**config.mk**
```make
export PLATFORM = sky130hd
export DESIGN_NAME = scs_walker
export DESIGN_NICKNAME = d
export VERILOG_FILES = /design/src/rtl/scs_pkg.sv /design/src/rtl/scs_walker.sv
export SDC_FILE = /design/constraint.sdc
export NUM_CORES = 1
export LEC_CHECK = 0
export ABC_AREA = 1
export BUFFER_PORTS_ARGS = -buffer_cell sky130_fd_sc_hd__buf_2
export CAP_MARGIN = 0
export CORE_ASPECT_RATIO = 0.9
export CORE_MARGIN = 2
export CORE_UTILIZATION = 40
export DETAILED_ROUTE_END_ITERATION = 6
export PLACE_DENSITY = 0.71
export SLEW_MARGIN = 20
export SYNTH_ARGS = -nofsm -noshare
export SYNTH_HDL_FRONTEND = slang
export SYNTH_SLANG_ARGS = --single-unit
```
**constraint.sdc**
```tcl
create_clock -name clk -period 5.6 [get_ports clk]
set_clock_uncertainty 0.15 [all_clocks]
set_input_delay 0.28 -clock clk [delete_from_list [all_inputs] [get_ports clk]]
set_output_delay 0.28 -clock clk [all_outputs]
set_load 0.1 [all_outputs]
```
**src/rtl/scs_pkg.sv**
```systemverilog
// ----------------------------------------------------------------------------
// scs_pkg
// Shared widths, request codes, types and the xorshift step function.
// ----------------------------------------------------------------------------
`default_nettype none

package scs_pkg;

    localparam int TABLE_DEPTH    = 1024;
    localparam int ROW_W          = $clog2(TABLE_DEPTH);
    localparam int TIME_W         = 32;
    localparam int SURV_W         = 17;
    localparam int COUNT_W        = 11;
    localparam int RNG_W          = 32;
    localparam int PROB_FRAC_BITS = 16;

    localparam logic [RNG_W-1:0] SEED_DEFAULT = RNG_W'(1);

    localparam logic REQ_LOAD = 1'b0;
    localparam logic REQ_DRAW = 1'b1;

    typedef struct packed {
        logic [COUNT_W-1:0] point_count;
        logic [ROW_W-1:0]   start_row;
        logic [SURV_W-1:0]  surv_value;
        logic [TIME_W-1:0]  time_value;
        logic [ROW_W-1:0]   row_index;
        logic               req_type;
    } scs_req_t;

    typedef struct packed {
        logic               en;
        logic [ROW_W-1:0]   addr;
        logic [TIME_W-1:0]  time_value;
        logic [SURV_W-1:0]  surv_value;
    } scs_mem_wr_t;

    function automatic logic [RNG_W-1:0] xorshift32(input logic [RNG_W-1:0] x);
        logic [RNG_W-1:0] a;
        logic [RNG_W-1:0] b;
        a = x ^ (x << 13);
        b = a ^ (a >> 17);
        return b ^ (b << 5);
    endfunction

endpackage

`default_nettype wire

```
**src/rtl/scs_walker.sv**
```systemverilog
// ----------------------------------------------------------------------------
// scs_walker
// Request sequencer: table loads, curve walk with one shared multiplier and
// comparator, and the result register.
// ----------------------------------------------------------------------------
`default_nettype none

module scs_walker #(
    parameter int PROB_FRAC_BITS = scs_pkg::PROB_FRAC_BITS
) (
    input  wire                              clk,
    input  wire                              rst_n,
    input  wire                              req_valid,
    output logic                             req_ready,
    input  scs_pkg::scs_req_t                req,
    input  wire  [scs_pkg::RNG_W-1:0]        rng_state,
    output logic                             rng_step,
    output scs_pkg::scs_mem_wr_t             mem_wr,
    output logic [scs_pkg::ROW_W-1:0]        rd_addr,
    input  wire  [scs_pkg::TIME_W-1:0]       time_q,
    input  wire  [scs_pkg::SURV_W-1:0]       surv_q,
    output logic                             out_valid,
    input  wire                              out_ready,
    output logic [scs_pkg::TIME_W-1:0]       out_time,
    output logic                             out_none
);

    localparam int PROD_W = PROB_FRAC_BITS + scs_pkg::SURV_W;

    typedef enum logic [2:0] {
        ST_IDLE,
        ST_PREV_RD,
        ST_PREV_LD,
        ST_FETCH,
        ST_MULT,
        ST_CMP,
        ST_RESULT
    } state_t;

    state_t                       state_reg;
    logic [scs_pkg::ROW_W-1:0]    addr_reg;
    logic [scs_pkg::COUNT_W-1:0]  rem_reg;
    logic [scs_pkg::SURV_W-1:0]   prev_reg;
    logic [PROD_W-1:0]            prod_reg;
    logic [scs_pkg::TIME_W-1:0]   hit_time_reg;
    logic                         hit_none_reg;
    logic                         out_valid_reg;
    logic [scs_pkg::TIME_W-1:0]   out_time_reg;
    logic                         out_none_reg;

    logic                         accept;
    logic                         out_load;
    logic [PROB_FRAC_BITS-1:0]    uniform;
    logic [PROD_W-1:0]            prod_next;
    logic [PROD_W-1:0]            thresh;
    logic                         fire;

    assign req_ready = (state_reg == ST_IDLE);
    assign accept    = req_valid && req_ready;
    assign out_load  = (state_reg == ST_RESULT) && (!out_valid_reg || out_ready);
    assign uniform   = rng_state[scs_pkg::RNG_W-1 -: PROB_FRAC_BITS];
    assign prod_next = PROD_W'(uniform) * PROD_W'(prev_reg);
    assign thresh    = {surv_q, {PROB_FRAC_BITS{1'b0}}};
    assign fire      = prod_reg > thresh;
    assign rng_step  = (state_reg == ST_FETCH);
    assign rd_addr   = addr_reg;

    always_comb
    begin
        mem_wr.en         = accept && (req.req_type == scs_pkg::REQ_LOAD);
        mem_wr.addr       = req.row_index;
        mem_wr.time_value = req.time_value;
        mem_wr.surv_value = req.surv_value;
    end

    always_ff @(posedge clk or negedge rst_n)
    begin
        if (!rst_n)
        begin
            state_reg     <= ST_IDLE;
            out_valid_reg <= 1'b0;
        end
        else
        begin
            if (out_load)
            begin
                out_valid_reg <= 1'b1;
                out_time_reg  <= hit_time_reg;
                out_none_reg  <= hit_none_reg;
            end
            else if (out_valid_reg && out_ready)
            begin
                out_valid_reg <= 1'b0;
            end
            unique case (state_reg)
                ST_IDLE:
                begin
                    if (accept && (req.req_type == scs_pkg::REQ_DRAW))
                    begin
                        addr_reg <= req.start_row;
                        rem_reg  <= req.point_count - scs_pkg::COUNT_W'(2);
                        if (req.point_count < scs_pkg::COUNT_W'(3))
                        begin
                            hit_time_reg <= '0;
                            hit_none_reg <= 1'b1;
                            state_reg    <= ST_RESULT;
                        end
                        else
                        begin
                            state_reg <= ST_PREV_RD;
                        end
                    end
                end
                ST_PREV_RD:
                begin
                    state_reg <= ST_PREV_LD;
                end
                ST_PREV_LD:
                begin
                    prev_reg  <= surv_q;
                    addr_reg  <= addr_reg + scs_pkg::ROW_W'(1);
                    state_reg <= ST_FETCH;
                end
                ST_FETCH:
                begin
                    state_reg <= ST_MULT;
                end
                ST_MULT:
                begin
                    prod_reg  <= prod_next;
                    state_reg <= ST_CMP;
                end
                ST_CMP:
                begin
                    prev_reg <= surv_q;
                    if (fire)
                    begin
                        hit_time_reg <= time_q;
                        hit_none_reg <= 1'b0;
                        state_reg    <= ST_RESULT;
                    end
                    else if (rem_reg == scs_pkg::COUNT_W'(1))
                    begin
                        hit_time_reg <= '0;
                        hit_none_reg <= 1'b1;
                        state_reg    <= ST_RESULT;
                    end
                    else
                    begin
                        rem_reg   <= rem_reg - scs_pkg::COUNT_W'(1);
                        addr_reg  <= addr_reg + scs_pkg::ROW_W'(1);
                        state_reg <= ST_FETCH;
                    end
                end
                ST_RESULT:
                begin
                    if (out_load)
                    begin
                        state_reg <= ST_IDLE;
                    end
                end
                default:
                begin
                    state_reg <= ST_IDLE;
                end
            endcase
        end
    end

    assign out_valid = out_valid_reg;
    assign out_time  = out_time_reg;
    assign out_none  = out_none_reg;

endmodule

`default_nettype wire

```
==> results.py <==
metrics = {
    "sta": {
        "finalSetupViolCount": 6,
        "setup_ws_ns": -0.121,
        "drv_slew": 0,
        "slew_headroom": 0.427,
        "finalCriticalPeriod_ns": 5.72,
        "whs_ns": 0.0110,
        "finalHoldViolations": 0,
        "period_share": 1.02,
        "rsz0062_at_grt": "true",
        "max_freq_ghz": 0.175,
        "tightest_slew_ns": 0.856,
    },
    "routing": {
        "drtAntennaViolNets": 0,
        "top_layer": "met5",
        "wl_um": 40700,
        "dr.pass1.iters": 6,
        "viasPerCell": 4.79,
        "num_vias": 12500,
        "dr.first_iter.drc_count": 720,
        "wl_met2_um": 20200,
        "wl_met3_um": 2380,
        "drc": 0,
        "wl_met1_um": 17200,
        "avgRoutedWirePerCell_um": 15.6,
    },
    "run_status": {
        "violations": "setup timing",
        "outcome": "complete, but fails checks",
    },
    "layout": {
        "mostFrequentLayoutCell": "inv_1",
        "drive_gt1_frac": 0.237,
        "stdcell_area_um2": 19500,
        "fin_cells": 2602,
        "final_cell_mix": "inv_1 (438), nand2_1 (391), fa_1 (194)",
        "areaGrowthSynthToFinish_pct": 22.1,
        "fin_nets": 2556,
        "largest_reg_flops": 33,
    },
    "grt": {
        "grt.total_usage": 0.199,
        "grt_pass1_vias": 13200,
        "grt_pass1_wl_um": 66800,
        "grt_max_degree": 37,
        "antenna_found_initial": 4,
        "gr-total-overflow": 0,
    },
    "clocking": {
        "htreeDepth": 4,
        "clock-sinks": 141,
        "cts_tree": "done",
        "clkTransAtPathRegs_ns": 0.06,
        "clock_latency_ns": 0.42,
        "root_buffer": "clkbuf_16",
        "clock_path_buffers": 2,
        "cts_inserted_buffers": 17,
    },
    "yosys": {
        "syn_area_um2": 16000,
        "synth_compound_area_frac": 0.0405,
        "ys_seq_elements": 141,
        "async_reset_ff_frac": 0.0284,
        "yosysSeqAreaShare": 0.263,
        "synthXorXnorAreaFrac": 0.0186,
        "synth-simple-area-share": 0.160,
        "synth_top_family_by_area": "adder cells",
        "ys.flop_type": "edfxtp_1",
        "synthAdderAreaFrac": 0.360,
        "syn_nets": 2361,
        "synth_mux_area_frac": 0,
        "yosysWarningCount": 0,
        "synth_cells": 1860,
        "synth_edf_count": 137,
        "syn_area_per_cell_um2": 8.60,
        "ys_types": 42,
    },
    "floorplanning": {
        "pin_count": 272,
        "initial_core_util": 0.405,
        "core.rowCount": 69,
        "core-area_um2": 39500,
        "die_w_um": 215,
        "dieArea_um2": 41600,
        "die_h_um": 194,
    },
    "critical_path": {
        "end_kind": "flop",
        "worstSetupPathType": "flop to flop",
        "worst_ep_arrival_time_ns": 5.73,
        "critPathLaunchType": "flop",
        "crit_chain": "buf_6 -> buf_6 -> nand2_4 -> fa_1 -> fa_2 -> inv_2 -> fa_1 -> fa_2 -> fa_1 -> inv_1 -> fa_1 -> inv_2 -> ha_4 -> nand2_4 -> nor2_4 -> inv_2 -> nor2_1 -> buf_4 -> nand4_1 -> nand4_1 -> nand2_2",
        "reg2reg_from": "prev_reg[11]",
        "critical_path.top_delay_family": "adder cells",
        "path_max_fanout": 5,
        "cp_num_buf_inv": 7,
        "cp_slowest_cell": "fa_2",
        "critical_path_required_ns": 5.61,
        "cp-startpoint": "prev_reg[11]",
        "crit_path_max_incr_delay_ns": 0.59,
        "path_common_cell": "fa_1",
    },
    "placed_design": {
        "io_buffers": 137,
        "placedCellCount": 2498,
        "placed_area_um2": 17400,
        "hpwl_um": 32500,
        "place.gp.congestion": 0.940,
    },
    "worst_hold_path": {
        "min_from": "time_q[4]",
        "min_path_type": "input port to flop",
    },
    "job": {
        "cap_violations": 0,
    },
}
[logic make-up after synthesis]
kind of cell               after synthesis
AOI/OAI and AO/OA                      114
xor gates and xnor gates                34
adders and majority gates              335
buffers and inverters                  613
DFF                                    141
and+or+nand+nor                        623
[worst paths after layout]
| kind | end | slack, ns | cells past startpoint |
|---|---|---|---|
| max in group asynchronous | state_reg[1] | 5.06 | 2 |
| max reg2reg | prod_reg[29] | -0.12 | 21 |
| min in group asynchronous | state_reg[0] | 0.09 | 2 |
| min | hit_time_reg[4] | 0.01 | 3 |
| max | prod_reg[29] | -0.12 | 21 |
| min reg2reg | out_time[9] | 0.27 | 0 |
[per-stage QoR]
stage / setup WS (ns) / TNS, ns / util
3_5_place_dp: -0.288 / -3.13 / 0.442
5_1_grt: -0.251 / -2.42 / 0.495
3_3_place_gp: -0.162 / -2.08 / 0.442
2_1_floorplan: 0.00684 / 0 / -
4_1_cts: -0.00155 / -0.00246 / 0.477
6_report: -0.121 / -0.297 / 0.495
[worst reg2reg max path, stage by stage, from the launching register on]
cell and delay, ns:
edfxtp_1 0.53, buf_6 0.19, buf_6 0.12, nand2_4 0.06, fa_1 0.45, fa_2 0.59
inv_2 0.04, fa_1 0.55, fa_2 0.45, fa_1 0.50, inv_1 0.05, fa_1 0.49
inv_2 0.05, ha_4 0.31, nand2_4 0.09, nor2_4 0.12, inv_2 0.07, nor2_1 0.11
buf_4 0.15, nand4_1 0.15, nand4_1 0.15, nand2_2 0.08
[synthesized netlist by cell type (2+ instances only)]
library cell | count | share of area
inv_1 | 468 | 0.11
nand2_1 | 424 | 0.099
fa_1 | 208 | 0.26
edfxtp_1 | 137 | 0.26
ha_1 | 127 | 0.099
nor2_1 | 106 | 0.025
clkbuf_1 | 66 | 0.015
buf_4 | 59 | 0.028
a21oi_1 | 44 | 0.014
nand3_1 | 38 | 0.012
o21ai_0 | 24 | 0.0075
xor2_1 | 23 | 0.013
nor3_1 | 17 | 0.0053
o21ai_1 | 14 | 0.0044
inv_2 | 13 | 0.0031
nand4_1 | 13 | 0.0051
xnor2_1 | 11 | 0.0060
a21o_1 | 7 | 0.0033
a31oi_1 | 6 | 0.0023
buf_2 | 6 | 0.0019
nand3b_1 | 5 | 0.0023
nor2_4 | 5 | 0.0035
o21bai_1 | 5 | 0.0023
dfrtp_1 | 4 | 0.0063
nand2_2 | 3 | 0.0012
o31ai_1 | 3 | 0.0014
a211oi_1 | 2 | 0.00094
a21boi_1 | 2 | 0.00094
a32oi_1 | 2 | 0.0011
and3_1 | 2 | 0.00078
nand3_2 | 2 | 0.0013
nor4_1 | 2 | 0.00078
o21a_1 | 2 | 0.00094
or2_1 | 2 | 0.00078
[final cells by class]
cell class | count | area, um2
Antenna cell | 2 | 5.00
Clock buffer | 22 | 464
Clock inverter | 10 | 105
Fill cell | 3615 | 19900
Inverter | 482 | 1820
Multi-Input combinational cell | 1106 | 10100
Sequential cell | 141 | 4210
Tap cell | 532 | 666
Timing Repair Buffer | 307 | 2180
[per-layer routing]
metal / vias to the layer above / global-route usage
met4: 4 / 0.0581
li1: 5893 / -
met5: - / 0
met2: 432 / 0.332
met3: 63 / 0.0347
met1: 6077 / 0.265
[repair_timing]
| action | in CTS | in global routing |
|---|---|---|
| hold endpoints to repair | 34 | 0 |
| pin swaps | 62 | 87 |
| setup buffers | 23 | 17 |
| gates resized for setup | 76 | 165 |
| hold buffers | 31 | 0 |
| endpoints found under the setup margin | 21 | 20 |
Power is left out: the tool's default activity adds up to more than one toggle a clock period on the data nets, which glitch-free logic cannot reach.
