**src/rtl/scs_pkg.sv**
```systemverilog
// ----------------------------------------------------------------------------
// scs_pkg
// Shared widths, request codes, types and the xorshift step function.
// ----------------------------------------------------------------------------
`default_nettype none

package scs_pkg;

    localparam int TABLE_DEPTH    = 1024;
    localparam int ROW_W          = $clog2(TABLE_DEPTH);
    localparam int TIME_W         = 32;
    localparam int SURV_W         = 17;
    localparam int COUNT_W        = 11;
    localparam int RNG_W          = 32;
    localparam int PROB_FRAC_BITS = 16;

    localparam logic [RNG_W-1:0] SEED_DEFAULT = RNG_W'(1);

    localparam logic REQ_LOAD = 1'b0;
    localparam logic REQ_DRAW = 1'b1;

    typedef struct packed {
        logic [COUNT_W-1:0] point_count;
        logic [ROW_W-1:0]   start_row;
        logic [SURV_W-1:0]  surv_value;
        logic [TIME_W-1:0]  time_value;
        logic [ROW_W-1:0]   row_index;
        logic               req_type;
    } scs_req_t;

    typedef struct packed {
        logic               en;
        logic [ROW_W-1:0]   addr;
        logic [TIME_W-1:0]  time_value;
        logic [SURV_W-1:0]  surv_value;
    } scs_mem_wr_t;

    function automatic logic [RNG_W-1:0] xorshift32(input logic [RNG_W-1:0] x);
        logic [RNG_W-1:0] a;
        logic [RNG_W-1:0] b;
        a = x ^ (x << 13);
        b = a ^ (a >> 17);
        return b ^ (b << 5);
    endfunction

endpackage

`default_nettype wire

```
**src/rtl/scs_urng.sv**
```systemverilog
// ----------------------------------------------------------------------------
// scs_urng
// 32-bit xorshift generator state, seeded by configuration writes.
// ----------------------------------------------------------------------------
`default_nettype none

module scs_urng (
    input  wire                           clk,
    input  wire                           rst_n,
    input  wire                           cfg_wr_en,
    input  wire  [scs_pkg::RNG_W-1:0]     cfg_wr_data,
    input  wire                           step,
    output logic [scs_pkg::RNG_W-1:0]     rng_state
);

    logic [scs_pkg::RNG_W-1:0] rng_reg;
    logic [scs_pkg::RNG_W-1:0] rng_next;

    always_comb
    begin
        rng_next = rng_reg;
        if (cfg_wr_en)
        begin
            rng_next = (cfg_wr_data == '0) ? scs_pkg::SEED_DEFAULT : cfg_wr_data;
        end
        else if (step)
        begin
            rng_next = scs_pkg::xorshift32(rng_reg);
        end
    end

    always_ff @(posedge clk or negedge rst_n)
    begin
        if (!rst_n)
        begin
            rng_reg <= scs_pkg::SEED_DEFAULT;
        end
        else
        begin
            rng_reg <= rng_next;
        end
    end

    assign rng_state = rng_reg;

endmodule

`default_nettype wire

```
**config.mk**
```make
export PLATFORM = sky130hd
export DESIGN_NAME = scs_urng
export DESIGN_NICKNAME = d
export VERILOG_FILES = /design/src/rtl/scs_pkg.sv /design/src/rtl/scs_urng.sv
export SDC_FILE = /design/constraint.sdc
export NUM_CORES = 1
export LEC_CHECK = 0
export ABC_AREA = 0
export BUFFER_PORTS_ARGS = -buffer_cell sky130_fd_sc_hd__buf_4
export CAP_MARGIN = 20
export CORE_UTILIZATION = 35
export DETAILED_ROUTE_END_ITERATION = 16
export GPL_ROUTABILITY_DRIVEN = 0
export GPL_TIMING_DRIVEN = 0
export SLEW_MARGIN = 20
export SYNTH_ARGS = -nofsm -noshare
export SYNTH_HDL_FRONTEND = slang
export SYNTH_SLANG_ARGS = --single-unit
```
**constraint.sdc**
```tcl
create_clock -name clk -period 2 [get_ports clk]
set_clock_uncertainty 0.15 [all_clocks]
set_input_delay 0.2 -clock clk [delete_from_list [all_inputs] [get_ports clk]]
set_output_delay 0.2 -clock clk [all_outputs]
set_load 0.01 [all_outputs]
```
==> results of run 1 <==
routing by layer:
| layer | global-route usage, % | wire [µm] | vias up |
|---|---|---|---|
| met1 | 32.5 | 3510 | 1042 |
| li1 | - | - | 1006 |
| met4 | 4.47 | 40 | 0 |
| met2 | 32.4 | 3280 | 105 |
| met3 | 4.15 | 614 | 4 |
| met5 | 0 | 0 | - |
cell type report:
type                       count  area (µm²)
inverter                       7        26.3
timing repair buffer          73         566
buffer                        12        48.8
fill                         632        3250
sequential                    32         802
tap                           77        96.3
clock buffer                   8         100
multi-input combinational    184        1500
kinds of logic after synthesis:
kind of cell / synth area share (%)
flip-flops: 34.3
AO/OA/AOI/OAI: 12.1
multiplexers: 1.39
XOR/XNOR: 30.4
AND/OR/NAND/NOR: 18.6
buffers and inverters: 3.21
through the flow:
step | hold WS [ns] | total power [µW] | cell area (µm²) | setup WS (ns)
2_1_floorplan | -0.246 | 4450 | 2340 | 0.214
3_3_place_gp | 0.0297 | 5560 | 2930 | -0.0178
3_5_place_dp | 0.0287 | 5630 | 2930 | -0.0133
4_1_cts | 0.000857 | 6270 | 3110 | 0.0397
5_1_grt | 0.00876 | 6750 | 3130 | 0.00235
6_report | 0.00265 | 6330 | 3130 | 0.0388
worst min-delay path by stage:
stage,cells past startpoint,startpoint,slack [ns],endpoint
2_1_floorplan,0,rst_n,-0.25,rng_state[10]$_DFFE_PN0P_
3_3_place_gp,1,rst_n,0.03,rng_state[18]$_DFFE_PN0P_
3_5_place_dp,1,rst_n,0.03,rng_state[18]$_DFFE_PN0P_
4_1_cts,2,cfg_wr_data[23],0.0009,rng_state[23]$_DFFE_PN0P_
5_1_grt,2,cfg_wr_data[29],0.009,rng_state[29]$_DFFE_PN0P_
6_report,2,cfg_wr_data[28],0.003,rng_state[28]$_DFFE_PN0P_
report_power, final:
part / internal (µW) / switching, µW
clock network: 315 / 258
registers: 960 / 604
logic: 2430 / 1760
total: 3710 / 2630
cells in the final DEF, fill, tap and decap left out, drive strengths merged:
master       count
nand2           17
dlygate4sd3      7
nor2b            7
nor4b            7
inv              6
buf             70
nand4            7
or3             10
clkbuf          16
dfrtp           31
o21ai           16
mux2i            1
nor2            19
dfstp            1
nand3            5
and3             2
a21boi           1
nor4             8
xor3             1
clkinv           1
a31oi           10
xnor2           40
xor2             6
a211o            5
xnor3           11
a221o            9
mux2             2
repair_timing:
item / CTS / global route
pin swaps: 0 / 1
endpoints found under the hold margin: 37 / 0
endpoints found under the setup margin: 2 / 4
hold buffers: 7 / 0
resized for setup: 1 / 3
critical path: cells and delay by family, from the launching register on:
kind	cells	cell delay, ns
simple gates	1	0.31
compound gates	1	0.18
flops	1	0.46
xor+xnor	2	0.78
==> results.sh, run 1 <==
export IMPL_async_reset_ff_share_pct=100
export IMPL_drv_cap=0
export IMPL_outcome="completed"
export IMPL_cp_slowest_stage_delay_ns=0.48
export IMPL_synth_top_area_share_pct=33.2
export IMPL_r2r_start="rng_state[13]$_DFFE_PN0P_"
export IMPL_synthesis_nets=271
export IMPL_ctsRootBufferMaster="clkbuf_8"
export IMPL_yosysWarningCount=0
export IMPL_firstDrtPassIters=4
export IMPL_nets=351
export IMPL_grt_pass1_vias=2126
export IMPL_relSlewSlack_pct=57.9
export IMPL_period_share_pct=98.1
export IMPL_numCtsBuffers=5
export IMPL_wire_per_inst_um=18.9
export IMPL_synth_flop_cell="dfrtp_1"
export IMPL_grt_max_degree=33
export IMPL_clock_fmax_mhz=510
export IMPL_vias=2157
export IMPL_pin_count=68
export IMPL_netlist_cell_type_count=28
export IMPL_syn_area_per_cell_um2=9.96
export IMPL_dp_hpwl_um=5550
export IMPL_syn2layout_area_growth_pct=34.0
export IMPL_antenna_found_initial=0
export IMPL_clk_path_buf_depth=2
export IMPL_largest_reg_flops=32
export IMPL_syn_inst=235
export IMPL_critPathArrivalTime_ns=2.02
export IMPL_drc_errors=0
export IMPL_fp_row_count=29
export IMPL_hold_class="input port to register"
export IMPL_drive_gt1_share_pct=27.5
export IMPL_critPathKind="register to register"
export IMPL_r2r_end="rng_state[9]$_DFFE_PN0P_"
export IMPL_crit_path_max_fanout=5
export IMPL_synth_edf_count=0
export IMPL_cp_endpoint="rng_state[9]$_DFFE_PN0P_"
export IMPL_synth_common_cells="xnor2_1, dfrtp_1, nor2_1, nand2_1, o21ai_0"
export IMPL_crit_start="rng_state[13]$_DFFE_PN0P_"
export IMPL_final_cells=393
export IMPL_place_inst=378
export IMPL_post_cts_setup_buffer_count=0
export IMPL_ys_ff_latch=32
export IMPL_numPortBuffers=66
export IMPL_reg2regPathDepth=4
export IMPL_vias_per_cell=5.49
export IMPL_grt_first_pass_wirelength_um=11500
export IMPL_synth_largest_area_cell="dfrtp_1"
export IMPL_tns_ns=0
export IMPL_synth_seq_area_share_pct=34.3
export IMPL_critPathLaunchType="register"
export IMPL_grt_overflow=0
export IMPL_worstPathCellList="xnor2_1 -> xnor3_1 -> or3_1 -> a31oi_1"
export IMPL_ant_nets=0
export IMPL_synth_most_common_cell="xnor2_1"
export IMPL_finalSetupViolCount=0
export IMPL_initial_utilization_pct=36.6
export IMPL_wl_um=7450
export IMPL_die_h_um=83.8
export IMPL_cts_sinks=32
export IMPL_period_minus_slack_ns=1.96
export IMPL_core_area_um2=6390
export IMPL_powerDensity_nw_per_um2=2020
export IMPL_hold_violations=0
export IMPL_rsz0062_at_grt="no"
export IMPL_clk_pin_slew_worst_paths_ns=0.07
export IMPL_final_util_pct=49.1
export IMPL_cts_tree="built"
export IMPL_drv_slew=0
export IMPL_worst_slew_pin_slew_ns=0.632
export IMPL_leakagePower_uw=0.00140
export IMPL_die_w_um=83.8
export IMPL_reg2reg_slack_ns=0.04
export IMPL_synth_area_um2=2340
export IMPL_dieArea_um2=7020
export IMPL_insertion_delay_ns=0.29
export IMPL_ys_top_cells_by_area="dfrtp_1, xnor2_1, xnor3_1"
export IMPL_vdd_drop_max_mv=0.808
export IMPL_htreeDepth=2
export IMPL_drt_iter0_drc=134
export IMPL_required_ns=2.06
export IMPL_grtUsageTotal_pct=21.6
export IMPL_diodes=0
export IMPL_cp_end_kind="register"
export IMPL_crit_slowest_cell="xnor2_1"
(Power assumes the default switching activity.)
==> run 2, diff against run 1 <==
Settings changed: CORE_MARGIN set to 2, CTS_CLUSTER_SIZE set to 40, PLACE_DENSITY set to 0.63.
==> run 2 against run 1 <==
  * Clock-buffer cell count did not move
  * Final cell count did not move
  * Wire length rose by 1.6%
  * Flip-flop and latch count did not move
  * Cell area fell by 0.24%
  * Sequential share of layout area rose by 0.061 points
  * Die area rose by 4.8%
  * Setup slack improved by 0.028 ns
  * Via count rose by 3.7%
  * Critical path depth rose by 1
  * Critical path type unchanged
==> results.sh, run 2 (synthesized netlist as in run 1, its figures left out) <==
export IMPL_min_from="cfg_wr_data[28]"
export IMPL_nFillCells=617
export IMPL_wire_per_inst_um=19.3
export IMPL_cts_tree="built"
export IMPL_diodes=0
export IMPL_cts_sinks=32
export IMPL_critPathLaunchType="register"
export IMPL_required_ns=2.06
export IMPL_final_cells=393
export IMPL_clock_fmax_mhz=517
export IMPL_drc_errors=0
export IMPL_dp_hpwl_um=5670
export IMPL_largest_reg_flops=32
export IMPL_grt_first_pass_wirelength_um=11900
export IMPL_clk_path_buf_depth=2
export IMPL_place_inst=378
export IMPL_pin_count=68
export IMPL_holdPathEnd="rng_state[28]$_DFFE_PN0P_"
export IMPL_vdd_drop_max_mv=0.661
export IMPL_tns_ns=0
export IMPL_critPathArrivalTime_ns=1.99
export IMPL_drv_slew=0
export IMPL_hold_violations=0
export IMPL_final_cell_mix="buf_4, xnor2_1, dfrtp_1, nor2_1, nand2_1"
export IMPL_nets=351
export IMPL_die_w_um=85.8
export IMPL_reg2regPathDepth=5
export IMPL_dieArea_um2=7350
export IMPL_fp_row_count=29
export IMPL_drt_iter0_drc=134
export IMPL_grt_overflow=0
export IMPL_clk_pin_slew_worst_paths_ns=0.07
export IMPL_multi_input_area_um2=1500
export IMPL_setup_ws_ns=0.0673
export IMPL_vias=2237
export IMPL_use_met2_pct=32.8
export IMPL_htreeDepth=2
export IMPL_drv_cap=0
export IMPL_insertion_delay_ns=0.28
export IMPL_core_area_um2=6420
export IMPL_use_met1_pct=30.0
export IMPL_worstHoldPathCells=2
export IMPL_crit_path_max_fanout=6
export IMPL_r2r_start="rng_state[9]$_DFFE_PN0P_"
export IMPL_use_met3_pct=5.10
export IMPL_numCtsBuffers=5
export IMPL_critPathKind="register to register"
export IMPL_relSlewSlack_pct=56.4
export IMPL_initial_utilization_pct=36.4
export IMPL_reg2reg_slack_ns=0.07
export IMPL_cp_end_kind="register"
export IMPL_rsz0062_at_grt="no"
export IMPL_syn2layout_area_growth_pct=33.6
export IMPL_period_minus_slack_ns=1.93
export IMPL_ant_nets=0
export IMPL_fin_hold_ws_ns=0.00571
export IMPL_outcome="completed"
export IMPL_firstDrtPassIters=7
export IMPL_grtUsageTotal_pct=21.2
export IMPL_die_h_um=85.8
export IMPL_vias_per_cell=5.69
export IMPL_r2r_end="rng_state[10]$_DFFE_PN0P_"
export IMPL_drive_gt1_share_pct=28.2
export IMPL_grt_busiest_layer="met2"
export IMPL_worst_slew_pin_slew_ns=0.654
export IMPL_power_uw=6320
export IMPL_hold_class="input port to register"
export IMPL_numPortBuffers=66
export IMPL_period_share_pct=96.6
export IMPL_finalSetupViolCount=0
export IMPL_final_common_cell="buf_4"
export IMPL_wl_um=7570
export IMPL_regArea_um2=802
export IMPL_powerDensity_nw_per_um2=2020
export IMPL_post_place_ws_ns=0.0310
export IMPL_antenna_found_initial=0
export IMPL_leakagePower_uw=0.00141
export IMPL_grt_max_degree=33
export IMPL_grt_pass1_vias=2179
export IMPL_ctsRootBufferMaster="clkbuf_8"
==> run 2: cell count changes in the layout (fill, tap and decap cells not counted), sizes merged <==
cell	previous run	this run
dlygate4sd3	7	6
buf	70	71
==> run 2: stage by stage <==
step	cell area [µm²]	utilization (%)
floorplan	2340	-
global route	3130	48.7
detailed placement	2930	45.6
global placement	2930	45.6
CTS	3080	48.0
finish	3130	48.7
==> run 2: worst max-delay path by stage <==
stage | cells after the start | startpoint | endpoint
final | 5 | rng_state[9]$_DFFE_PN0P_ | rng_state[10]$_DFFE_PN0P_
after global placement | 4 | rng_state[9]$_DFFE_PN0P_ | rng_state[5]$_DFFE_PN0P_
after floorplan | 4 | rng_state[0]$_DFFE_PN1P_ | rng_state[18]$_DFFE_PN0P_
after global routing | 4 | rng_state[16]$_DFFE_PN0P_ | rng_state[12]$_DFFE_PN0P_
after detailed placement | 4 | rng_state[9]$_DFFE_PN0P_ | rng_state[5]$_DFFE_PN0P_
after CTS | 4 | rng_state[9]$_DFFE_PN0P_ | rng_state[5]$_DFFE_PN0P_
==> run 2: final cells by class <==
class | count | share of cell area [%]
sequential | 32 | 25.7
timing repair buffer | 73 | 18.0
buffer | 12 | 1.56
clock buffer | 8 | 2.88
tap | 77 | 3.08
inverter | 7 | 0.840
multi-input combinational | 184 | 48.0
==> run 2: critical path, cell delays in order (launching register included) <==
cell and delay (ns):
dfrtp_1 0.50, xnor2_2 0.19, buf_4 0.16, xnor3_1 0.36, or3_1 0.32, a31oi_1 0.17
==> run 2: where the power goes <==
group | switching (µW) | internal, µW
clock | 251 | 281
combinational | 1760 | 2460
sequential | 608 | 960
==> run 2: timing repair <==
item / in CTS / in global routing
hold buffers: 6 / 0
hold endpoints to repair: 36 / 0
buffers inserted: 0 / 1
setup endpoints to repair: 0 / 6
gates resized for setup: 0 / 5
==> run 2: layer usage <==
| layer | wire, µm | share of wire (%) |
|---|---|---|
| met2 | 3470 | 46 |
| met3 | 609 | 8.0 |
| met5 | 0 | 0 |
| met4 | 85 | 1.1 |
| met1 | 3400 | 45 |
